### src/hw/rtl/ell_pkg.sv
package ell_pkg;

   // Field widths of the ports
   localparam int COORD_BITS_DEF = 12;
   localparam int AXIS_W         = 12;
   localparam int CENTER_W       = 16;
   localparam int SIZE_W         = 13;
   localparam int CSR_W          = 16;

   // Internal widths
   localparam int CW      = 20;   // signed pixel coordinates
   localparam int STEP_W  = 13;   // loop counters
   localparam int SQ_W    = 2 * AXIS_W;
   localparam int MUL_W   = SQ_W + AXIS_W;
   localparam int DELTA_W = 44;
   localparam int DEC_W   = 48;

   // Commands
   localparam logic [1:0] CMD_START_OUTLINE = 2'd0;
   localparam logic [1:0] CMD_START_FILL    = 2'd1;
   localparam logic [1:0] CMD_ADVANCE       = 2'd2;

   // Register indexes
   localparam logic [1:0] REG_WIDTH  = 2'd0;
   localparam logic [1:0] REG_HEIGHT = 2'd1;
   localparam logic [1:0] REG_TRANS_X = 2'd2;
   localparam logic [1:0] REG_TRANS_Y = 2'd3;

   // Shared unit operations
   localparam logic [1:0] OP_ADD = 2'd0;
   localparam logic [1:0] OP_SUB = 2'd1;
   localparam logic [1:0] OP_MUL = 2'd2;

   typedef struct packed {
      logic [1:0]          cmd;
      logic [CENTER_W-1:0] center_x;
      logic [CENTER_W-1:0] center_y;
      logic [AXIS_W-1:0]   semi_axis_a;
      logic [AXIS_W-1:0]   semi_axis_b;
   } req_item_type;

   typedef struct packed {
      logic [CSR_W-1:0]  translate_x;
      logic [CSR_W-1:0]  translate_y;
      logic [SIZE_W-1:0] width;
      logic [SIZE_W-1:0] height;
   } cfg_type;

   typedef struct packed {
      logic [1:0]       op;
      logic [DEC_W-1:0] a;
      logic [DEC_W-1:0] b;
   } alu_req_type;

   typedef struct packed {
      logic [CW-1:0] xs;
      logic [CW-1:0] xe;
      logic [CW-1:0] y;
      logic          visible;
   } clip_res_type;

   typedef struct packed {
      logic [CW-1:0] xs;
      logic [CW-1:0] xe;
      logic [CW-1:0] y;
      logic          visible;
      logic          finished;
      logic          last;
   } emit_type;

endpackage

### src/hw/rtl/ell_alu.sv
module ell_alu (
   input  ell_pkg::alu_req_type           req,
   output logic signed [ell_pkg::DEC_W-1:0] result
);
   import ell_pkg::*;

   logic [MUL_W-1:0] prod;

   // One unsigned 24x12 multiply, or one wide add or subtract
   always_comb begin
      prod = req.a[SQ_W-1:0] * req.b[AXIS_W-1:0];
      case (req.op)
         OP_ADD:  result = $signed(req.a) + $signed(req.b);
         OP_SUB:  result = $signed(req.a) - $signed(req.b);
         OP_MUL:  result = $signed(DEC_W'(prod));
         default: result = '0;
      endcase
   end

endmodule

### src/hw/rtl/ell_clip.sv
module ell_clip (
   input  logic signed [ell_pkg::CW-1:0]     origin_x,
   input  logic signed [ell_pkg::CW-1:0]     origin_y,
   input  logic [ell_pkg::STEP_W-1:0]        u,
   input  logic signed [ell_pkg::STEP_W-1:0] v,
   input  logic                              region2,
   input  logic                              fill,
   input  logic [1:0]                        slot,
   input  logic [ell_pkg::SIZE_W-1:0]        width,
   input  logic [ell_pkg::SIZE_W-1:0]        height,
   output ell_pkg::clip_res_type             res
);
   import ell_pkg::*;

   logic signed [CW-1:0] px, py, pt_x, pt_y, x1, x2, lo, hi, w_s, h_s;
   logic                 xneg, yneg, row_in, vis;

   always_comb begin
      // Region two draws (dx,dy) at (dy,dx)
      px = region2 ? CW'(v) : $signed(CW'(u));
      py = region2 ? $signed(CW'(u)) : CW'(v);
      xneg = region2 ? slot[0] : slot[1];
      yneg = (fill || !region2) ? slot[0] : slot[1];
      w_s = $signed(CW'(width));
      h_s = $signed(CW'(height));

      pt_x = xneg ? origin_x - px : origin_x + px;
      pt_y = yneg ? origin_y - py : origin_y + py;
      x1 = origin_x - px;
      x2 = origin_x + px;
      lo = (x1 < 0) ? '0 : x1;
      hi = (x2 > w_s - 1) ? w_s - 1 : x2;

      row_in = (pt_y >= 0) && (pt_y < h_s);
      if (fill) begin
         vis = row_in && (lo <= hi);
         res.xs = lo;
         res.xe = hi;
      end else begin
         vis = row_in && (pt_x >= 0) && (pt_x < w_s);
         res.xs = pt_x;
         res.xe = pt_x;
      end
      res.y = pt_y;
      res.visible = vis;

      // Zero everything off target
      if (!vis) begin
         res.xs = '0;
         res.xe = '0;
         res.y  = '0;
      end
   end

endmodule

### src/hw/rtl/ell_seq.sv
module ell_seq (
   input  logic                  clock,
   input  logic                  reset,
   input  logic                  in_valid,
   output logic                  in_ready,
   input  ell_pkg::req_item_type in_item,
   input  ell_pkg::cfg_type      cfg,
   output logic                  emit_valid,
   input  logic                  emit_ready,
   output ell_pkg::emit_type     emit_item
);
   import ell_pkg::*;

   localparam logic [3:0] S_READY   = 4'd0;
   localparam logic [3:0] S_SQ_A    = 4'd1;
   localparam logic [3:0] S_SQ_B    = 4'd2;
   localparam logic [3:0] S_DY      = 4'd3;
   localparam logic [3:0] S_DEC0    = 4'd4;
   localparam logic [3:0] S_DEC1    = 4'd5;
   localparam logic [3:0] S_CHECK   = 4'd6;
   localparam logic [3:0] S_IT_DX   = 4'd7;
   localparam logic [3:0] S_IT_SB   = 4'd8;
   localparam logic [3:0] S_IT_DY   = 4'd9;
   localparam logic [3:0] S_IT_STEP = 4'd10;
   localparam logic [3:0] S_IT_ADV  = 4'd11;
   localparam logic [3:0] S_EMIT    = 4'd12;
   localparam logic [3:0] S_FIN     = 4'd13;

   localparam logic [1:0] PH_IDLE = 2'd0;
   localparam logic [1:0] PH_R1   = 2'd1;
   localparam logic [1:0] PH_R2   = 2'd2;

   // Control state
   logic [3:0] st_ff, st_in;
   logic [1:0] phase_ff, phase_in;
   logic [1:0] k_ff, k_in;
   logic       fill_ff, fill_in;
   logic       r2_ff, r2_in;       // region being loaded is region two
   logic       adv_ff, adv_in;     // load runs inside an advance
   logic       pos_ff, pos_in;     // decision was positive at iteration start

   // Datapath state
   logic signed [CW-1:0]      ox_ff, ox_in, oy_ff, oy_in;
   logic [AXIS_W-1:0]         axa_ff, axa_in, axb_ff, axb_in;
   logic [STEP_W-1:0]         sx_ff, sx_in, u_ff, u_in;
   logic signed [STEP_W-1:0]  sy_ff, sy_in;
   logic signed [DEC_W-1:0]   dec_ff, dec_in;
   logic signed [DELTA_W-1:0] dx_ff, dx_in, dy_ff, dy_in;
   logic [SQ_W-1:0]           sqa_ff, sqa_in, sqb_ff, sqb_in;

   alu_req_type             alu_req;
   logic signed [DEC_W-1:0] alu_res;
   clip_res_type            clip_res;
   logic [AXIS_W-1:0]       axis_p, axis_q;
   logic                    can_iter, is_last;

   ell_alu u_alu (
      .req    (alu_req),
      .result (alu_res)
   );

   ell_clip u_clip (
      .origin_x (ox_ff),
      .origin_y (oy_ff),
      .u        (u_ff),
      .v        (sy_ff),
      .region2  (phase_ff == PH_R2),
      .fill     (fill_ff),
      .slot     (k_ff),
      .width    (cfg.width),
      .height   (cfg.height),
      .res      (clip_res)
   );

   assign in_ready = (st_ff == S_READY);
   assign axis_p   = r2_ff ? axb_ff : axa_ff;
   assign axis_q   = r2_ff ? axa_ff : axb_ff;
   assign can_iter = alu_res[DEC_W-1] && (sx_ff < cfg.width) && !sy_ff[STEP_W-1];
   assign is_last  = (k_ff == (fill_ff ? 2'd1 : 2'd3));

   // Issue one operation to the shared unit per state
   always_comb begin
      alu_req.op = OP_ADD;
      alu_req.a  = '0;
      alu_req.b  = '0;
      case (st_ff)
         S_SQ_A: begin
            alu_req.op = OP_MUL;
            alu_req.a  = DEC_W'(axis_p);
            alu_req.b  = DEC_W'(axis_p);
         end
         S_SQ_B: begin
            alu_req.op = OP_MUL;
            alu_req.a  = DEC_W'(axis_q);
            alu_req.b  = DEC_W'(axis_q);
         end
         S_DY: begin
            alu_req.op = OP_MUL;
            alu_req.a  = DEC_W'(sqa_ff);
            alu_req.b  = DEC_W'(axis_q);
         end
         S_DEC0: begin
            alu_req.a = DEC_W'({sqb_ff, 2'b00});
            alu_req.b = DEC_W'(sqa_ff);
         end
         S_DEC1: begin
            alu_req.op = OP_SUB;
            alu_req.a  = dec_ff;
            alu_req.b  = DEC_W'(dy_ff >>> 1);
         end
         S_CHECK: begin
            alu_req.op = OP_SUB;
            alu_req.a  = DEC_W'(dx_ff);
            alu_req.b  = DEC_W'(dy_ff);
         end
         S_IT_DX: begin
            alu_req.a = dec_ff;
            alu_req.b = DEC_W'(dx_ff);
         end
         S_IT_SB: begin
            alu_req.a = dec_ff;
            alu_req.b = DEC_W'({sqb_ff, 2'b00});
         end
         S_IT_DY: begin
            alu_req.op = OP_SUB;
            alu_req.a  = dec_ff;
            alu_req.b  = DEC_W'(dy_ff);
         end
         S_IT_STEP: begin
            alu_req.op = OP_SUB;
            alu_req.a  = DEC_W'(dy_ff);
            alu_req.b  = DEC_W'({sqa_ff, 3'b000});
         end
         S_IT_ADV: begin
            alu_req.a = DEC_W'(dx_ff);
            alu_req.b = DEC_W'({sqb_ff, 3'b000});
         end
         default: begin
            alu_req.op = OP_ADD;
         end
      endcase
   end

   // Sequencer
   always_comb begin
      st_in    = st_ff;
      phase_in = phase_ff;
      k_in     = k_ff;
      fill_in  = fill_ff;
      r2_in    = r2_ff;
      adv_in   = adv_ff;
      pos_in   = pos_ff;
      ox_in    = ox_ff;
      oy_in    = oy_ff;
      axa_in   = axa_ff;
      axb_in   = axb_ff;
      sx_in    = sx_ff;
      u_in     = u_ff;
      sy_in    = sy_ff;
      dec_in   = dec_ff;
      dx_in    = dx_ff;
      dy_in    = dy_ff;
      sqa_in   = sqa_ff;
      sqb_in   = sqb_ff;

      emit_valid = 1'b0;
      emit_item.xs       = clip_res.xs;
      emit_item.xe       = clip_res.xe;
      emit_item.y        = clip_res.y;
      emit_item.visible  = clip_res.visible;
      emit_item.finished = 1'b0;
      emit_item.last     = is_last;

      case (st_ff)
         S_READY: begin
            if (in_valid) begin
               if (in_item.cmd == CMD_START_OUTLINE || in_item.cmd == CMD_START_FILL) begin
                  fill_in = in_item.cmd[0];
                  ox_in   = CW'($signed(in_item.center_x)) + CW'($signed(cfg.translate_x));
                  oy_in   = CW'($signed(in_item.center_y)) + CW'($signed(cfg.translate_y));
                  axa_in  = in_item.semi_axis_a;
                  axb_in  = in_item.semi_axis_b;
                  r2_in   = 1'b0;
                  adv_in  = 1'b0;
                  st_in   = S_SQ_A;
               end else if (in_item.cmd == CMD_ADVANCE) begin
                  st_in = S_CHECK;
               end
            end
         end
         // Load a region: squares, y increment, initial decision
         S_SQ_A: begin
            sqa_in = alu_res[SQ_W-1:0];
            sy_in  = $signed({1'b0, axis_q});
            sx_in  = '0;
            dx_in  = '0;
            st_in  = S_SQ_B;
         end
         S_SQ_B: begin
            sqb_in = alu_res[SQ_W-1:0];
            st_in  = S_DY;
         end
         S_DY: begin
            dy_in = $signed({alu_res[DELTA_W-4:0], 3'b000});
            st_in = S_DEC0;
         end
         S_DEC0: begin
            dec_in = alu_res;
            st_in  = S_DEC1;
         end
         S_DEC1: begin
            dec_in   = alu_res;
            phase_in = r2_ff ? PH_R2 : PH_R1;
            st_in    = adv_ff ? S_CHECK : S_READY;
         end
         // Decide: iterate, switch region, or report the end
         S_CHECK: begin
            if (phase_ff == PH_R1 && !can_iter) begin
               r2_in  = 1'b1;
               adv_in = 1'b1;
               st_in  = S_SQ_A;
            end else if (phase_ff == PH_IDLE || !can_iter) begin
               phase_in = PH_IDLE;
               st_in    = S_FIN;
            end else begin
               pos_in = !dec_ff[DEC_W-1] && (dec_ff != '0);
               st_in  = S_IT_DX;
            end
         end
         S_IT_DX: begin
            dec_in = alu_res;
            st_in  = S_IT_SB;
         end
         S_IT_SB: begin
            dec_in = alu_res;
            st_in  = pos_ff ? S_IT_DY : S_IT_ADV;
         end
         S_IT_DY: begin
            dec_in = alu_res;
            st_in  = S_IT_STEP;
         end
         S_IT_STEP: begin
            dy_in = alu_res[DELTA_W-1:0];
            sy_in = sy_ff - STEP_W'(1);
            st_in = S_IT_ADV;
         end
         S_IT_ADV: begin
            dx_in = alu_res[DELTA_W-1:0];
            u_in  = sx_ff;
            sx_in = sx_ff + STEP_W'(1);
            k_in  = '0;
            st_in = S_EMIT;
         end
         // Hand out points or spans one word at a time
         S_EMIT: begin
            emit_valid = 1'b1;
            if (emit_ready) begin
               k_in = k_ff + 2'd1;
               if (is_last) begin
                  st_in = S_READY;
               end
            end
         end
         S_FIN: begin
            emit_valid         = 1'b1;
            emit_item.xs       = '0;
            emit_item.xe       = '0;
            emit_item.y        = '0;
            emit_item.visible  = 1'b0;
            emit_item.finished = 1'b1;
            emit_item.last     = 1'b1;
            if (emit_ready) begin
               st_in = S_READY;
            end
         end
         default: begin
            st_in = S_READY;
         end
      endcase
   end

   always_ff @(posedge clock) begin
      if (reset) begin
         st_ff    <= S_READY;
         phase_ff <= PH_IDLE;
         k_ff     <= '0;
         fill_ff  <= 1'b0;
         r2_ff    <= 1'b0;
         adv_ff   <= 1'b0;
         pos_ff   <= 1'b0;
      end else begin
         st_ff    <= st_in;
         phase_ff <= phase_in;
         k_ff     <= k_in;
         fill_ff  <= fill_in;
         r2_ff    <= r2_in;
         adv_ff   <= adv_in;
         pos_ff   <= pos_in;
      end
   end

   always_ff @(posedge clock) begin
      ox_ff  <= ox_in;
      oy_ff  <= oy_in;
      axa_ff <= axa_in;
      axb_ff <= axb_in;
      sx_ff  <= sx_in;
      u_ff   <= u_in;
      sy_ff  <= sy_in;
      dec_ff <= dec_in;
      dx_ff  <= dx_in;
      dy_ff  <= dy_in;
      sqa_ff <= sqa_in;
      sqb_ff <= sqb_in;
   end

endmodule

### src/hw/rtl/ellipse_rasterizer.sv
// Channel | Handshake             | Payload
// req     | req_tvalid/req_tready | tdata: center_x, center_y, semi_axis_a, semi_axis_b
//         |                       | tuser: cmd
// rsp     | rsp_tvalid/rsp_tready | tdata: span_x_start, span_x_end, span_y
//         |                       | tuser: visible, finished; tlast: last
// csr     | csr_valid/csr_ready   | csr_index, csr_wdata
//
// A start word computes squares, dy, decision: one shared multiply/add op per cycle.
// An advance checks, iterates (y steps on a positive decision), then gives one result
// per cycle unless rsp stalls (2 spans or 4 points); a region change reloads first.
// Reset is synchronous and leaves the block idle with 640x480 target, no offset.
// req_tready is low while an item is worked on; a stalled rsp holds the output register.
module ellipse_rasterizer #(
   parameter int COORD_BITS = ell_pkg::COORD_BITS_DEF
) (
   input  logic                                clock,
   input  logic                                reset,
   input  logic                                req_tvalid,
   output logic                                req_tready,
   // center_x[15:0], center_y[31:16], semi_axis_a[43:32], semi_axis_b[55:44]
   input  logic [55:0]                         req_tdata,
   // cmd[1:0]
   input  logic [1:0]                          req_tuser,
   output logic                                rsp_tvalid,
   input  logic                                rsp_tready,
   // span_x_start, span_x_end, span_y (COORD_BITS each), zero fill
   output logic [((3*COORD_BITS+7)/8)*8-1:0]   rsp_tdata,
   // visible[0], finished[1]
   output logic [1:0]                          rsp_tuser,
   output logic                                rsp_tlast,
   input  logic                                csr_valid,
   output logic                                csr_ready,
   input  logic [1:0]                          csr_index,
   input  logic [ell_pkg::CSR_W-1:0]           csr_wdata
);
   import ell_pkg::*;

   localparam int LIM = 1 << COORD_BITS;

   logic [SIZE_W-1:0] width_ff, width_in, height_ff, height_in;
   logic [CSR_W-1:0]  tx_ff, tx_in, ty_ff, ty_in;
   logic [16:0]       lim;
   cfg_type           cfg;
   req_item_type      in_item;
   emit_type          emit_item;
   logic              emit_valid, emit_ready;

   logic                  out_valid_ff, out_valid_in;
   logic [COORD_BITS-1:0] out_xs_ff, out_xs_in, out_xe_ff, out_xe_in, out_y_ff, out_y_in;
   logic                  out_vis_ff, out_vis_in, out_fin_ff, out_fin_in, out_last_ff, out_last_in;

   assign csr_ready = 1'b1;

   // Register writes
   always_comb begin
      width_in  = width_ff;
      height_in = height_ff;
      tx_in     = tx_ff;
      ty_in     = ty_ff;
      if (csr_valid) begin
         case (csr_index)
            REG_WIDTH:   width_in  = csr_wdata[SIZE_W-1:0];
            REG_HEIGHT:  height_in = csr_wdata[SIZE_W-1:0];
            REG_TRANS_X: tx_in     = csr_wdata;
            REG_TRANS_Y: ty_in     = csr_wdata;
            default:     tx_in     = tx_ff;
         endcase
      end
   end

   always_ff @(posedge clock) begin
      if (reset) begin
         width_ff  <= SIZE_W'(640);
         height_ff <= SIZE_W'(480);
         tx_ff     <= '0;
         ty_ff     <= '0;
      end else begin
         width_ff  <= width_in;
         height_ff <= height_in;
         tx_ff     <= tx_in;
         ty_ff     <= ty_in;
      end
   end

   // Saturate the target size to the coordinate range
   assign lim = 17'(LIM);
   always_comb begin
      cfg.translate_x = tx_ff;
      cfg.translate_y = ty_ff;
      cfg.width  = ({4'b0, width_ff}  > lim) ? lim[SIZE_W-1:0] : width_ff;
      cfg.height = ({4'b0, height_ff} > lim) ? lim[SIZE_W-1:0] : height_ff;
   end

   assign in_item.cmd         = req_tuser;
   assign in_item.center_x    = req_tdata[15:0];
   assign in_item.center_y    = req_tdata[31:16];
   assign in_item.semi_axis_a = req_tdata[43:32];
   assign in_item.semi_axis_b = req_tdata[55:44];

   ell_seq u_seq (
      .clock      (clock),
      .reset      (reset),
      .in_valid   (req_tvalid),
      .in_ready   (req_tready),
      .in_item    (in_item),
      .cfg        (cfg),
      .emit_valid (emit_valid),
      .emit_ready (emit_ready),
      .emit_item  (emit_item)
   );

   // Output register: load when empty or being drained
   assign emit_ready = !out_valid_ff || rsp_tready;

   always_comb begin
      out_valid_in = out_valid_ff;
      out_xs_in    = out_xs_ff;
      out_xe_in    = out_xe_ff;
      out_y_in     = out_y_ff;
      out_vis_in   = out_vis_ff;
      out_fin_in   = out_fin_ff;
      out_last_in  = out_last_ff;
      if (emit_ready) begin
         out_valid_in = emit_valid;
         out_xs_in    = emit_item.xs[COORD_BITS-1:0];
         out_xe_in    = emit_item.xe[COORD_BITS-1:0];
         out_y_in     = emit_item.y[COORD_BITS-1:0];
         out_vis_in   = emit_item.visible;
         out_fin_in   = emit_item.finished;
         out_last_in  = emit_item.last;
      end
   end

   always_ff @(posedge clock) begin
      if (reset) begin
         out_valid_ff <= 1'b0;
      end else begin
         out_valid_ff <= out_valid_in;
      end
   end

   always_ff @(posedge clock) begin
      out_xs_ff   <= out_xs_in;
      out_xe_ff   <= out_xe_in;
      out_y_ff    <= out_y_in;
      out_vis_ff  <= out_vis_in;
      out_fin_ff  <= out_fin_in;
      out_last_ff <= out_last_in;
   end

   always_comb begin
      rsp_tdata = '0;
      rsp_tdata[COORD_BITS-1:0]              = out_xs_ff;
      rsp_tdata[2*COORD_BITS-1:COORD_BITS]   = out_xe_ff;
      rsp_tdata[3*COORD_BITS-1:2*COORD_BITS] = out_y_ff;
   end
   assign rsp_tvalid   = out_valid_ff;
   assign rsp_tuser[0] = out_vis_ff;
   assign rsp_tuser[1] = out_fin_ff;
   assign rsp_tlast    = out_last_ff;

   // A finished word closes the advance and carries nothing drawn
   a_fin_last: assert property (@(posedge clock) disable iff (reset)
      rsp_tvalid && rsp_tuser[1] |-> rsp_tlast && !rsp_tuser[0])
      else $error("finished word without last or with visible set");

   // Off-target words carry zero coordinates
   a_invis_zero: assert property (@(posedge clock) disable iff (reset)
      rsp_tvalid && !rsp_tuser[0] |-> out_xs_ff == '0 && out_xe_ff == '0 && out_y_ff == '0)
      else $error("invisible word with nonzero coordinates");

   // A visible span never runs backward
   a_span_order: assert property (@(posedge clock) disable iff (reset)
      rsp_tvalid && rsp_tuser[0] |-> out_xs_ff <= out_xe_ff)
      else $error("visible span with start beyond end");

   // A start keeps the block busy while the region loads
   a_start_busy: assert property (@(posedge clock) disable iff (reset)
      req_tvalid && req_tready &&
      (req_tuser == CMD_START_OUTLINE || req_tuser == CMD_START_FILL) |=> !req_tready)
      else $error("ready right after a start");

endmodule
### config.mk
export PLATFORM = sky130hd
export DESIGN_NAME = ellipse_rasterizer
export DESIGN_NICKNAME = d
export VERILOG_FILES = /design/src/hw/rtl/ell_pkg.sv /design/src/hw/rtl/ell_alu.sv /design/src/hw/rtl/ell_clip.sv /design/src/hw/rtl/ell_seq.sv /design/src/hw/rtl/ellipse_rasterizer.sv
export SDC_FILE = /design/constraint.sdc
export NUM_CORES = 2
export LEC_CHECK = 0
export BUFFER_PORTS_ARGS = -buffer_cell sky130_fd_sc_hd__buf_2
export CORE_MARGIN = 4
export CORE_UTILIZATION = 50
export DETAILED_ROUTE_END_ITERATION = 8
export HOLD_SLACK_MARGIN = 0.12
export PLACE_DENSITY_LB_ADDON = 0.08
export SYNTH_ARGS = -nofsm -noshare
export SYNTH_HDL_FRONTEND = slang
export SYNTH_SLANG_ARGS = --single-unit
### constraint.sdc
create_clock -name clock -period 18 [get_ports clock]
set_clock_uncertainty 0.1 [all_clocks]
set_input_delay 2.7 -clock clock [delete_from_list [all_inputs] [get_ports clock]]
set_output_delay 2.7 -clock clock [all_outputs]
set_load 0.005 [all_outputs]
[Word level (Yosys, flattened, before mapping)]
Index checks and enable logic that the tools add are counted.
Word-level totals
  bits of input ports: 81
  flip-flop bits (word level): 396
Operators by class
  mux-type cells: 45
  bitwise operators: 3
  reductions and logical operators: 44
  multipliers: 1
  $lt $le $gt $ge: 10
  equal/unequal tests: 32
  $add $sub $neg: 12
Operator list (count)
  96-bit case mux with 11 select lines: 1
  44-bit case mux with 2 select lines: 2
  48-bit case mux with 3 select lines: 1
  20-bit two-way mux: 6
  4-bit case mux with 14 select lines: 1
  13-bit case mux with 2 select lines: 2
  48-bit adder: 1
  48-bit nonzero test: 1
  48-bit subtractor: 1
  20-bit adder: 2
  20-bit by 1-bit >= comparator with 1-bit output (second input constant): 2
  20-bit by 14-bit less-than comparator with 1-bit output: 2
  20-bit subtractor: 2
  24-bit by 12-bit multiplier with 36-bit output: 1
  16-bit by 16-bit adder with 17-bit output: 2
  32-bit two-way mux: 1
  4-bit two-way mux: 8
  13-bit greater-than comparator (second input constant): 2
  13-bit two-way mux: 2
  4-bit == test (second input constant): 6
  12-bit two-way mux: 2
  20-bit by 14-bit greater-than comparator with 1-bit output: 1
  20-bit less-or-equal comparator: 1
  20-bit by 1-bit less-than comparator with 1-bit output (second input constant): 1
  34 further kinds: 96

[Logic depth before layout (Yosys ltp)]
  depth in word-level cells: 12
  depth in mapped cells: 40
  gate-level depth less buffers: 35

[By module]
A second synthesis with hierarchy kept.
Second synthesis, totals
  cells, all modules: 4436
  area, all modules: 39487.9 µm²
Modules (own cells, without submodules)
  ell_seq: area an instance 15743.8 µm², times used 1, cells an instance 1426, sequential area each 8658.3 µm²
  ell_alu: area an instance 13075.0 µm², times used 1, cells an instance 1703, sequential area each 0.0 µm²
  ell_clip: area an instance 6890.4 µm², times used 1, cells an instance 1012, sequential area each 0.0 µm²
  ellipse_rasterizer: area an instance 3778.6 µm², times used 1, cells an instance 295, sequential area each 2352.3 µm²

[Worst setup path before layout]
Ideal clock, no wire load.
  kind: reg-to-reg
  start point: register u_seq.st_ff[3]
  end point: register u_seq.dy_ff[38], data pin
  arrival time: 8.240 ns
  clock period less this slack: 8.608 ns
  path buffers: 8
  cell stages (with the launch flop): 38
  slack: 9.392 ns
  data required time: 17.632 ns
  cell sequence: dfxtp_1 inv_1 ha_1 clkbuf_1 buf_2 buf_1 nand2_1 clkbuf_1 clkbuf_1 nand2_1 clkbuf_1 clkbuf_1 a22oi_1 nand3_1 a21oi_1 nor2_1 clkbuf_1 nand2_1 [2 not listed] fa_1 fa_1 fa_1 inv_1 fa_1 inv_1 ha_1 a21o_1 a21o_1 a21oi_1 o21ai_0 o21ai_0 o21ai_0 a211o_1 a31oi_1 xnor2_1 a21oi_1 o22ai_1
Between the ends
  cells in the longest elaborated chain, start to end: 6
  elaborated cells on any way between the ends: 23
Ends and longest elaborated chain
  from (decl): RTL line ell_seq.sv:34  | logic [3:0] st_ff, st_in;
  from (signal assigned): RTL line ell_seq.sv:292  | st_ff <= st_in;
  branches (longest 5 deep; another with 24-bit by 12-bit multiplier with 36-bit output)
  44-bit case mux with 2 select lines *: RTL line ell_seq.sv:174  | case (st_ff)
  named net u_seq.dy_in[38]: RTL line ell_seq.sv:48  | logic signed [DELTA_W-1:0] dx_ff, dx_in, dy_ff, dy_in;
  to (signal assigned): RTL line ell_seq.sv:312  | dy_ff <= dy_in;
  to (decl): RTL line ell_seq.sv:48
Mark *: on every way through the listed nets, which the timed path passes.
A chain may end at the register's enable or synchronous reset.

[Worst setup path after layout]
Ends and elaborated chain as after synthesis.

==> impl_results.md <==
* Routed wire length at 121000 µm
* Clk Latency, worst-skew pair at 0.59 ns
* Area grow syn2layout at 7.42%
* Post-synthesis simple-gate area fraction at 18.0%
* Pre-antenna DRT Iters at 6
* Met3 GRT Util at 4.45%
* Area of the core at 0.0749 mm²
* Die Y at 284 µm
* Slew headroom at 11.5%
* Critical path endpoint category: flip-flop
* Vias per std cell at 6.10
* CTS tree: built
* Iter 0 DRT Violations at 3494
* Compound-Gate Fraction of Synth Area at 16.9%
* Net count reported at finish at 4944
* RSZ-0062 raised after global routing: no
* Met1 usage at 44.4%
* Synth Area in Adders at 21.4%
* WL/cell at 22.7 µm
* # rows at 100
* Resized cells post-CTS at 0
* Post-layout min period at 11.06 ns
* Post-synthesis mux area share at 3.25%
* GR peak layer: met1
* Post-Synth XOR/XNOR Area at 4.84%
* Pwr per Cell Area at 205 mW/mm²
* Pwr Total at 8390 µW
* Initial antenna violation count at 1
* Starting density of the core at 50.9%
* Syn Inst Count at 4357
* Final Max Tran Viols at 0
* Setup bufs post-CTS at 0
* Yosys reg bits at 390
* Die Area at 0.0807 mm²
* Antenna Nets Post-Route at 0
* CP Class: reg -> reg
* # clock sinks at 390
* Fraction of registers with async set/reset at 0%
* Grt total ovfl at 0
* PortBufs at 121
* Largest family of logic cells by synthesized area: adder cells
* CTS buffer count at 44
* Max Fclk at 0.0904 GHz
* Slowest CP cell: o21ai_0
* H-tree levels at 2
* Hold-fix buffers, CTS at 0
* ANT cells at 0
* Sw Ratio at 52.6%
* Fin Setup TNS at 0 ns
* Clock slew at reported path FFs at 0.06 ns
* Hold Slack at 0.357 ns
* Hold Crit Class: reg -> reg
* Top FF cell, synth: edfxtp_1
* Synth unique cells at 98
* Period utilisation layout at 61.5%
* Pleak at 0.0176 µW
* IR drop worst, VDD at 130 µV
* Avg Inst Size Synth at 8.75 µm²
* Placer Congestion at 0.937
* Commonest non-fill, non-tap cell in the layout: nand2_1
* Logic pwr share at 67.8%
* Clock share of power at 10.9%
* Part of the power in registers at 21.3%
* Cell Area, Synth at 0.0381 mm²
* GR Util All Layers at 29.4%
* Sequential share of the synthesized area at 28.9%
* Status: complete, no violations
* Worst EP required at 18.20 ns
* Utilization after layout at 54.6%
* Critical Path Start Type: flip-flop
* First-pass GRT wire length at 188000 µm
* Num ports at 127
* Via count at 32600
* Drt drc at 0
* Root Buffer: clkbuf_16
* Post-synth EDFFs at 320
* Worst setup margin at 6.94 ns
* Share of cells above drive strength 1 at 7.53%
* Ys Warns at 0
* Fin. Hold Viols at 0
* Highest-count cells in the layout ignoring fill and taps: nand2_1, inv_1, nor2_1
* Vias in the first global route at 31500
* Psw at 4420 µW
* Placement Setup Slack at 7.07 ns
* Worst path arrival time at 11.26 ns
* Worst-Margin Slew at 1.29 ns
* Slowest Stage Delay on Critical Path at 0.99 ns
* Max-cap violation count at 0
* Die Wd at 284 µm
* Internal at 3970 µW
* DP HPWL at 91400 µm
* Most used cell, CP: fa_1
* Critical path peak fanout at 46
* Final setup viols at 0
* Clk buf depth at 3
* Largest net degree at the start of global routing at 74
* Met2 usage at 43.9%
-- cells in the mapped netlist (24+ instances only) --
library cell	number	area [µm²]
nand2_1	602	2260
inv_1	393	1480
nor2_1	367	1380
edfxtp_1	320	9610
a21oi_1	307	1540
ha_1	291	3640
fa_1	226	4520
clkbuf_1	179	672
o21ai_0	152	761
xnor2_1	135	1180
mux2i_1	98	981
a22oi_1	85	638
nor3_1	84	420
a21o_1	82	616
xor2_1	73	639
dfxtp_1	70	1400
and2_1	67	419
nand3_1	65	325
nand2b_1	63	394
nor2b_1	44	275
o22ai_1	38	238
a31oi_1	37	231
o21a_1	37	278
and3_1	31	194
nand4_1	30	188
a211oi_1	27	203
buf_2	25	125
buf_1	24	90.1
nand3b_1	24	180
nor4_1	24	150
-- worst max-delay path: cells and delay by family, from the launching register on --
kind | cells | cell delay [ns]
AO/OA/AOI/OAI | 12 | 3.38
XOR/XNOR | 1 | 0.11
adder cells (fa/ha/maj) | 7 | 3.14
buffers and inverters | 6 | 1.18
flip-flops | 1 | 0.35
AND/OR/NAND/NOR | 5 | 2.48
-- power groups by stage --
stage | Clock [µW] | Sequential (µW) | Combinational, µW
detailed placement | 0 | 1790 | 5550
global placement | 0 | 1790 | 5520
CTS | 929 | 1770 | 5580
global route | 964 | 1800 | 6200
floorplan | 0 | 1660 | 3980
finish | 918 | 1790 | 5690
-- sequential cells by signal, summed over array words and instances, names as in the netlist, 4 cells and up --
| signal | flops |
|---|---|
| u_seq.axb_ff | 12 |
| ty_ff | 16 |
| tx_ff | 16 |
| width_ff | 13 |
| u_seq.sqa_ff | 24 |
| u_seq.sx_ff | 13 |
| u_seq.oy_ff | 17 |
| u_seq.dx_ff | 44 |
| u_seq.ox_ff | 17 |
| u_seq.axa_ff | 12 |
| u_seq.sy_ff | 13 |
| u_seq.dec_ff | 48 |
| u_seq.st_ff | 4 |
| u_seq.u_ff | 13 |
| out_xs_ff | 12 |
| u_seq.sqb_ff | 24 |
| u_seq.dy_ff | 44 |
| out_y_ff | 12 |
| height_ff | 13 |
| out_xe_ff | 12 |
-- path summary, 6_finish.rpt --
kind | start | cells after the start | end | slack (ns)
max | u_seq.st_ff[3] | 31 | u_seq.dy_ff[38] | 6.94
min reg2reg | height_ff[0] | 2 | height_ff[0] | 0.36
min | height_ff[0] | 2 | height_ff[0] | 0.36
max reg2reg | u_seq.st_ff[3] | 31 | u_seq.dy_ff[38] | 6.94
-- layer usage --
metal	vias to the layer above	share of wire [%]
met5	-	0
met4	0	3.0
met3	223	7.9
met2	1321	42
met1	16000	47
li1	15100	-
-- through the flow --
stage / cells / area, µm²
after floorplan: 4361 / 38100
after global placement: 5269 / 39500
after detailed placement: 5269 / 39500
after CTS: 5351 / 41000
after global routing: 5351 / 41000
final: 5351 / 41000
-- area by class of cell --
| cell class | instances | area (µm²) |
|---|---|---|
| fill | 6945 | 34000 |
| multi-input combinational | 3326 | 24700 |
| sequential | 390 | 11000 |
| inverter | 398 | 1490 |
| tap | 969 | 1210 |
| clock buffer | 59 | 1210 |
| timing repair buffer | 186 | 1090 |
| clock inverter | 23 | 226 |
-- kinds of logic after synthesis --
group	count (synthesis)
buffers and inverters	645
muxes	120
DFF	390
other	2
AOI/OAI and AO/OA	986
and+or+nand+nor	1487
adders and majority gates	518
xor gates and xnor gates	209
Note: power is estimated with default switching activity, not from simulation.
